## src/hw/rtl/pcpa_ram.sv

```systemverilog
// Generic single-port-write, single-read RAM with registered read data.
// No dependencies.
`default_nettype none
module pcpa_ram #(
    parameter int WIDTH = 8,
    parameter int DEPTH = 16
) (
    input  wire                     i_clk,
    input  wire                     i_we,
    input  wire [$clog2(DEPTH)-1:0] i_waddr,
    input  wire [WIDTH-1:0]         i_wdata,
    input  wire [$clog2(DEPTH)-1:0] i_raddr,
    output logic [WIDTH-1:0]        o_rdata
);
    logic [WIDTH-1:0] r_mem [DEPTH];

    always_ff @(posedge i_clk) begin
        if (i_we) begin
            r_mem[i_waddr] <= i_wdata;
        end
        o_rdata <= r_mem[i_raddr];
    end
endmodule
`default_nettype wire

```

## config.mk

```make
export PLATFORM = sky130hd
export DESIGN_NAME = pcpa_ram
export DESIGN_NICKNAME = d
export VERILOG_FILES = /design/src/hw/rtl/pcpa_ram.sv
export SDC_FILE = /design/constraint.sdc
export NUM_CORES = 1
export LEC_CHECK = 0
export BUFFER_PORTS_ARGS = -buffer_cell sky130_fd_sc_hd__buf_2
export CAP_MARGIN = 10
export CORE_MARGIN = 4
export CORE_UTILIZATION = 38
export CTS_CLUSTER_DIAMETER = 50
export DETAILED_ROUTE_END_ITERATION = 12
export HOLD_SLACK_MARGIN = 0.03
export PLACE_DENSITY_LB_ADDON = 0.25
export SYNTH_ARGS = -nofsm -noshare
export SYNTH_HDL_FRONTEND = slang
export SYNTH_SLANG_ARGS = --single-unit
```

## constraint.sdc

```tcl
create_clock -name i_clk -period 3.8 [get_ports i_clk]
set_input_delay 0.38 -clock i_clk [delete_from_list [all_inputs] [get_ports i_clk]]
set_output_delay 0.38 -clock i_clk [all_outputs]
set_load 0.1 [all_outputs]
```

Word-level counts from Yosys, hierarchy flattened
Memories as Yosys holds them, arrays and structs flattened. A register that Yosys moved wholly into a read port is not among the register bits.
Index checks and enable logic that the tools add are counted.
Cells by class
  div/mod/pow operators: 0
  equal/unequal tests: 0
  shifts and indexed selects: 0
  mux-type cells: 2
  order comparisons: 0
  bitwise gates (word level): 0
  reduce and logical (&&, ||, !) cells: 0
  multiply operators: 0
  $add $sub $neg: 0
Operator list (count)
  $mux W1: 2
Word-level totals
  bits in latches: 0
  memory bits (read-only): 0
  word-level logic and storage cells: 3
  register bits: 0
  RAM bits: 128
  memories: 1
Memory list
  r_mem: depth 16, width 8, rd ports 1, clocked after memory_dff 1, wr ports 1, RTL line 15  | logic [WIDTH-1:0] r_mem [DEPTH];

Longest topological paths before layout
Gate-level depths: netlist of run 1.
  depth after elaboration: 2
  gate-level depth with buffers: 5

Worst setup path after synthesis of run 1
OpenSTA, ideal clock, no wires.
  kind: input to register
  start: in i_waddr[2]
  end: mem r_mem[0][0], enable pin
  setup time: 0.383 ns
  arrival time: 1.490 ns
  stages: 2
  data required time: 3.417 ns
  setup slack: 1.927 ns
  cell sequence: or3b_2 > nor3_1
RTL lines
  from (decl): RTL line 10  | input wire [$clog2(DEPTH)-1:0] i_waddr,
  to (decl): RTL line 15
Straight into the memory's write port.

==> results of run 1 <==
==> logic make-up after synthesis <==
| logic type | synth area share |
|---|---|
| flops | 0.7778 |
| simple gates | 0.03184 |
| mux | 0.1502 |
| compound gates | 0.02334 |
| buf+inv | 0.01677 |
==> metal layers <==
metal / wire length, um / GRT usage
met4: 113 / 0.05803
met2: 5028 / 0.2182
met1: 4224 / 0.1712
met3: 476 / 0.03816
met5: 0 / 0
==> cell usage in the layout (no fill, tap or decap), drive strengths merged, types with 4 or more instances in the layout <==
cell / Yosys / routed
nor3: 4 / 4
nand2: 9 / 9
dfxtp: 8 / 8
clkbuf: 0 / 29
mux4: 32 / 32
edfxtp: 128 / 128
nor2: 13 / 13
buf: 7 / 29
a22oi: 16 / 16
==> final timing paths <==
check	from	end	slack [ns]	cells after the start
max reg2reg	r_mem[11][6]	o_rdata[6]	2.46	3
min reg2reg	r_mem[4][0]	o_rdata[0]	0.69	3
min	i_wdata[7]	r_mem[7][7]	0.36	1
max	i_raddr[0]	o_rdata[1]	1.89	5
==> flip-flops by register name (all words and copies together) (netlist names) <==
| register | count |
|---|---|
| o_rdata | 8 |
| r_mem | 128 |
==> worst reg2reg max path: cells and delay by family (launching register included) <==
kind	cells	cell delay, ns
AND/OR/NAND/NOR	1	0.08
AO/OA/AOI/OAI	1	0.32
flip-flops	1	0.35
multiplexers	1	0.48
==> where the power goes <==
part           switching, uW  internal, uW
clock                    541           919
combinational            156          60.8
sequential              11.7          1680
==> per-stage QoR <==
stage / setup slack, ns / hold slack (ns) / cell area, um2 / instances
final: 1.889 / 0.3592 / 5979 / 456
after detailed placement: 1.421 / 0.6686 / 5441 / 424
after global placement: 1.438 / 0.6591 / 5441 / 424
after global routing: 1.723 / 0.3644 / 5979 / 456
after floorplan: 1.927 / 0.4789 / 5147 / 229
after CTS: 1.852 / 0.3464 / 5979 / 456
==> cell type report <==
cell class                 count  area [um2]
fill                        1144        7263
sequential                   136        4004
multi-input combinational     83        1062
clock buffer                  29       520.5
tap                          176       220.2
timing repair buffer          29       155.1
clock inverter                 3       17.52
==> out/qor.csv, run 1 <==
metric,value,unit
Num CTS Buffers,17,
hold buffers post-CTS,0,
Setup TNS,0,ns
VDD IR max,0.0002884,V
nets@finish,285,
Initial DRC Count,305,
CTS tree,built,
Die ar.,15470,um2
Max Clock Freq,523.3,MHz
Rows,42,
first drt pass iteration count,4,
vias in the first global route,2500,
via count,2326,
Worst setup EP type,flip-flop,
# DRC,0,
share of layout cells above drive strength 1,0.2643,
CTS max path bufs,2,
WL final,9842,um
total core area,13240,um2
Crit-path slowest cell,buf_2,
sequential fraction of the synthesis area,0.7778,
Crit path required time,4.09,ns
clk_skew,0.006215,ns
Clock Latency Late Sink,0.41,ns
min-delay worst type,primary input to flip-flop,
H-tree levels,4,
port bufs,25,
antenna violation net count after detailed routing,0,
Rel. slew slack,0.3217,
"Hold Vio Cnt, Final",0,
# IOs,26,
initial core utilization,0.3887,
Via density,5.101,
Max Cap Viol,0,
Cells after Synth,229,
CP top delay family,buffers and inverters,
slowest cell delay on critical path,0.62,ns
fin util,0.4515,
"Avg Cell Area, Syn",22.48,um2
Pleak,0.001978,uW
Syn-to-layout area delta,16.16,%
Die Wd,124.4,um
# diodes,0,
worst-margin pin slew,1.014,ns
GRT Total Usage,0.1351,
Pins Over Slew Limit,0,
ys flop type,edfxtp_1,
Resized Gates After CTS,0,
Commonest cells post-synth,"128 x edfxtp_1, 18 x mux4_2, 16 x a22oi_1",
hpwl dp,6374,um
Crit Path Class,primary input to flip-flop,
share of flip-flops with an asynchronous set or reset,0,
Yosys top cell area share,0.7467,
Power Density,563.1,nW/um2
Final period util,0.5029,
#FFs+latches synth,136,
Post-synth EDFFs,128,
Wirelength per Cell,21.58,um
Period minus WS final,1.911,ns
Synthesized Nets,247,
Congestion Overflow GR,0,
crit path max fanout,25,
RSZ-0062 raised after global routing,no,
Clock Sinks,136,
unique cell type count in the Yosys netlist,19,
postcts setup bufs,0,
root buf cell,clkbuf_16,
"Critical Path, Cell by Cell",buf_2 -> buf_4 -> mux4_1 -> a22oi_1 -> nand2_1,
"Buf+Inv Stages, Crit Path",2,
first-pass GRT wire length,15360,um
Die Ht,124.4,um
"Clk pin slew, worst setup/hold paths",0.05,ns
initial antenna violation count,0,
status,"finished, final reports clean",
Area contributors post-synth,"edfxtp_1 75%, mux4_2 7.9%, mux4_1 7.1%",
"Cell Area, Synth",5147,um2
routability cong.,0.6961,
arrival time at the worst endpoint,2.20,ns
dominant cell type by area after synthesis,edfxtp_1,
yosys warns,0,
largest net degree at the start of global routing,33,
Design Power,3367,uW
most frequent cell after synthesis,edfxtp_1,
Final setup viols,0,
Worst Setup Start Kind,primary input,
Note: power is estimated with default switching activity, not from simulation.
==> run 2: changes to the inputs <==
Clock period 3.8 ns to 1.9 ns, I/O delays scaled along.
==> out/qor.csv, run 2 (synthesized netlist as in run 1, its figures left out) <==
metric,value,unit
status,"finished, final reports clean",
root buf cell,clkbuf_16,
hold_sp,i_wdata[0],
most frequent cells in the layout,"128 x edfxtp_1, 25 x buf_2, 20 x buf_4",
port bufs,25,
routability cong.,0.6995,
switching share of total power,0.2083,
Final setup viols,0,
Setup TNS,0,ns
fin area,6205,um2
CTS max path bufs,2,
# IOs,26,
placed cell areas,5597,um2
first drt pass iteration count,4,
Period minus WS final,1.436,ns
RSZ-0062 raised after global routing,no,
Crit Path Class,flip-flop to flip-flop,
via count,2362,
hold buffers post-CTS,0,
Crit-path slowest cell,mux4_1,
Final period util,0.7556,
WL final,10030,um
Clock Power Share,0.465,
Clock Sinks,136,
# diodes,0,
initial core utilization,0.3887,
Die Ht,124.4,um
max reg flops,128,
initial antenna violation count,0,
Via density,4.983,
P_sw,1490,uW
"Critical Path, Cell by Cell",mux4_1 -> a22oi_1 -> nand2_1,
CTS tree,built,
nets@finish,303,
CP Launch Point,r_mem[9][4],
Power Density,1153,nW/um2
fin util,0.4685,
Worst Setup Start Kind,flip-flop,
Rel. slew slack,0.6672,
Clock Latency Late Sink,0.41,ns
antenna violation net count after detailed routing,0,
largest net degree at the start of global routing,33,
worst-margin pin slew,0.5026,ns
share of layout cells above drive strength 1,0.3154,
# DRC,0,
Rows,42,
clk_skew,0.009652,ns
GRT Total Usage,0.1372,
Congestion Overflow GR,0,
total core area,13240,um2
VDD IR max,0.0006636,V
Cell Int Power,5666,uW
"Buf+Inv Stages, Crit Path",0,
"Clk pin slew, worst setup/hold paths",0.06,ns
Max Clock Freq,696.6,MHz
first-pass GRT wire length,15400,um
worst r2r src,r_mem[9][4],
crit path max fanout,1,
CP top delay family,multiplexers,
slowest cell delay on critical path,0.52,ns
vias in the first global route,2569,
Pins Over Slew Limit,0,
min-delay worst type,primary input to flip-flop,
Resized Gates After CTS,0,
Syn-to-layout area delta,20.54,%
Max Cap Viol,0,
combinational power share,0.064,
Reg power frac,0.472,
Die Wd,124.4,um
Wirelength per Cell,21.17,um
Regs by FF count,"r_mem (128), o_rdata (8)",
hpwl dp,6247,um
Initial DRC Count,224,
Num CTS Buffers,17,
postcts setup bufs,0,
"Hold Vio Cnt, Final",0,
arrival time at the worst endpoint,1.72,ns
Largest Register,r_mem,
Pleak,0.002112,uW
Worst setup EP type,flip-flop,
H-tree levels,4,
Crit path required time,2.18,ns
"leading cell type in the layout, fill and taps excluded",edfxtp_1,
Die ar.,15470,um2
## run 2: final timing paths
kind | endpoint | slack, ns | depth (start not counted)
max | o_rdata[4] | 0.46 | 3
min reg2reg | o_rdata[2] | 0.68 | 3
min | r_mem[13][0] | 0.17 | 1
max reg2reg | o_rdata[4] | 0.46 | 3
## run 2: layer usage
| metal | vias up | global-route usage | part of all wire |
|---|---|---|---|
| met5 | - | 0 | 0 |
| li1 | 1084 | - | - |
| met4 | 0 | 0.05996 | 0.0054 |
| met3 | 2 | 0.03731 | 0.049 |
| met2 | 57 | 0.2125 | 0.51 |
| met1 | 1219 | 0.1827 | 0.44 |
## run 2: layout make-up
| cell class | instances | area (um2) |
|---|---|---|
| clock buffers | 17 | 425.4 |
| clock inverters | 15 | 182.7 |
| fillers | 1119 | 7038 |
| multi-input cells | 83 | 1057 |
| flip-flops and latches | 136 | 4004 |
| well taps | 176 | 220.2 |
| repair buffers | 47 | 315.3 |
## run 2: power groups by stage
stage	Clock [uW]	Sequential [uW]	Combinational (uW)
CTS	3390	3380	467
global placement	0	3440	458
floorplan	0	3580	170
detailed placement	0	3440	465
global route	3530	3380	490
finish	3320	3370	457
## run 2: per-stage QoR
stage	hold slack, ns	setup WS [ns]	total power, uW	cells
2_1_floorplan	0.2889	0.2171	3747	229
3_3_place_gp	0.5882	0.2148	3893	442
3_5_place_dp	0.6035	0.2101	3902	442
4_1_cts	0.1600	0.4664	7237	474
5_1_grt	0.1709	0.4198	7398	474
6_report	0.1679	0.4644	7156	474
## run 2: worst register-to-register path, stage by stage, from the launching register on
cell	delay (ns)
edfxtp_1	0.35
mux4_1	0.52
a22oi_1	0.34
nand2_1	0.09
==> run 3: changes to the inputs <==
Settings changed: ABC_AREA from default to 1.
Clock period 1.9 ns to 1.2 ns, I/O delays scaled along.
==> out/qor.csv, run 3 <==
metric,value,unit
Initial DRC Count,278,
Worst Setup Start Kind,flip-flop,
status,"finished, final reports clean",
max reg flops,128,
switching share of total power,0.2240,
#FFs+latches synth,136,
"Clk pin slew, worst setup/hold paths",0.05,ns
Final setup viols,0,
hpwl dp,8482,um
Regs by FF count,"r_mem (128), o_rdata (8)",
Max Clock Freq,862.4,MHz
Crit Path Class,flip-flop to output port,
Setup crit end,o_rdata[6],
Clock Latency Late Sink,0.42,ns
share of flip-flops with an asynchronous set or reset,0,
yosys warns,0,
vias in the first global route,3622,
first-pass GRT wire length,20350,um
Worst Reg-to-Reg Cells,6,
slowest cell delay on critical path,0.38,ns
Final WS setup,0.04049,ns
root buf cell,clkbuf_16,
clk_skew,0.01169,ns
arrival time at the worst endpoint,1.04,ns
Design Power,11020,uW
share of layout cells above drive strength 1,0.1321,
RSZ-0062 raised after global routing,no,
ys flop type,edfxtp_1,
Synthesized Nets,569,
"leading cell type in the layout, fill and taps excluded",nand2_1,
R2R Path End,o_rdata[7],
VDD IR max,0.001055,V
Commonest cells post-synth,"173 x nand2_1, 128 x edfxtp_1, 100 x inv_1",
most frequent cells in the layout,"173 x nand2_1, 128 x edfxtp_1, 100 x inv_1",
Cell Int Power,8548,uW
Worst path depth,1,
unique cell type count in the Yosys netlist,12,
first drt pass iteration count,4,
Rows,44,
port bufs,25,
Syn-to-layout area delta,19.22,%
Final period util,0.9663,
Crit path required time,1.08,ns
"Cell Area, Synth",5767,um2
Rel. slew slack,0.7432,
CTS max path bufs,2,
Clock Power Share,0.424,
# IOs,26,
Via density,4.700,
Pleak,0.002987,uW
"Cell Count, Final, Fillers Out",797,
hold buffers post-CTS,0,
Cells after Synth,551,
nets@finish,619,
sequential fraction of the synthesis area,0.6943,
initial core utilization,0.3923,
P_sw,2467,uW
worst r2r src,r_mem[5][7],
antenna violation net count after detailed routing,0,
CTS tree,built,
dominant cell type by area after synthesis,edfxtp_1,
Die Ht,131.2,um
area taken by multi-input logic gates,1214,um2
Congestion Overflow GR,0,
"Hold Vio Cnt, Final",0,
CP Launch Point,o_rdata[6],
most frequent cell after synthesis,nand2_1,
"Buf+Inv Stages, Crit Path",1,
GRT Total Usage,0.1571,
WL final,12940,um
via count,3746,
min-delay worst type,primary input to flip-flop,
# diodes,0,
Yosys top cell area share,0.6665,
Largest Register,r_mem,
Die ar.,17210,um2
Post-Place Setup Slack,0.004193,ns
Post-synth EDFFs,128,
CP top delay family,flip-flops,
flop2flop setup slack,0.18,ns
H-tree levels,4,
largest net degree at the start of global routing,38,
Period minus WS final,1.160,ns
Filler cells,1317,
"Critical Path, Cell by Cell",buf_6,
initial antenna violation count,0,
"Avg Cell Area, Syn",10.47,um2
routability cong.,0.8051,
Pins Over Slew Limit,0,
Clock Sinks,136,
Num CTS Buffers,17,
crit path max fanout,1,
Reg power frac,0.487,
Crit-path slowest cell,dfxtp_1,
Die Wd,131.2,um
fin util,0.4677,
combinational power share,0.089,
Power Density,1602,nW/um2
total core area,14700,um2
worst-margin pin slew,0.3852,ns
# DRC,0,
Max Cap Viol,0,
Reg area,4005,um2
Worst setup EP type,output port,
Wirelength per Cell,16.23,um
Area contributors post-synth,"edfxtp_1 67%, nand2_1 11%, nand3_1 8.4%",
placed insts,766,
==> run 3: how the worst min path moves through the flow <==
stage,start,endpoint,slack [ns],cells after the start
after global routing,i_wdata[1],r_mem[7][1],0.11,1
after floorplan,i_wdata[0],r_mem[0][0],0.22,0
after global placement,i_wdata[1],r_mem[7][1],0.54,1
final,i_wdata[1],r_mem[7][1],0.11,1
after CTS,i_wdata[1],r_mem[7][1],0.10,1
after detailed placement,i_wdata[1],r_mem[7][1],0.55,1
==> run 3: logic make-up (layout without fill, tap and decap cells) <==
family | Yosys count | count (layout) | synth area share
and+or+nand+nor | 289 | 289 | 0.2105
buffers and inverters | 126 | 188 | 0.09525
DFF | 136 | 136 | 0.6943
==> run 3: what timing repair did <==
| action | in CTS | in global routing |
|---|---|---|
| setup endpoints to repair | 3 | 0 |
| setup buffers | 0 | 0 |
| resized for setup | 5 | 0 |
==> run 3: worst register-to-register path: cells and delay by family, from the launching register on <==
kind / cells / cell delay [ns]
buf+inv: 1 / 0.07
simple gates: 5 / 0.47
flops: 1 / 0.36
==> run 3: per-layer routing <==
metal  global-route usage  routed length [um]  up-vias
met5                    0                   0        -
met4              0.05718                 184        0
met3              0.04014                 688        9
met2               0.2457                6223       80
met1               0.2136                5839     1783
li1                     -                   -     1874
==> run 3: stage by stage <==
stage | area [um2] | TNS (ns) | hold WS [ns]
4_1_cts | 6875 | 0 | 0.1038
3_3_place_gp | 6334 | -0.02469 | 0.5445
5_1_grt | 6875 | 0 | 0.1139
2_1_floorplan | 5767 | 0 | 0.2189
6_report | 6875 | 0 | 0.1078
3_5_place_dp | 6334 | 0 | 0.5521
==> run 3: cell type report <==
type,instances,area share
multi-input cells,289,0.1765
clock inverters,5,0.007097
clock buffers,26,0.06970
flip-flops and latches,136,0.5825
inverters,102,0.05569
repair buffers,55,0.07498
well taps,184,0.03349
==> run 3: power by group through the flow <==
stage               Combinational, uW  Clock [uW]  Sequential [uW]
floorplan                         375           0             5660
global placement                  976           0             5460
detailed placement                983           0             5460
CTS                               995        4760             5370
global route                     1070        4970             5370
finish                            980        4670             5370
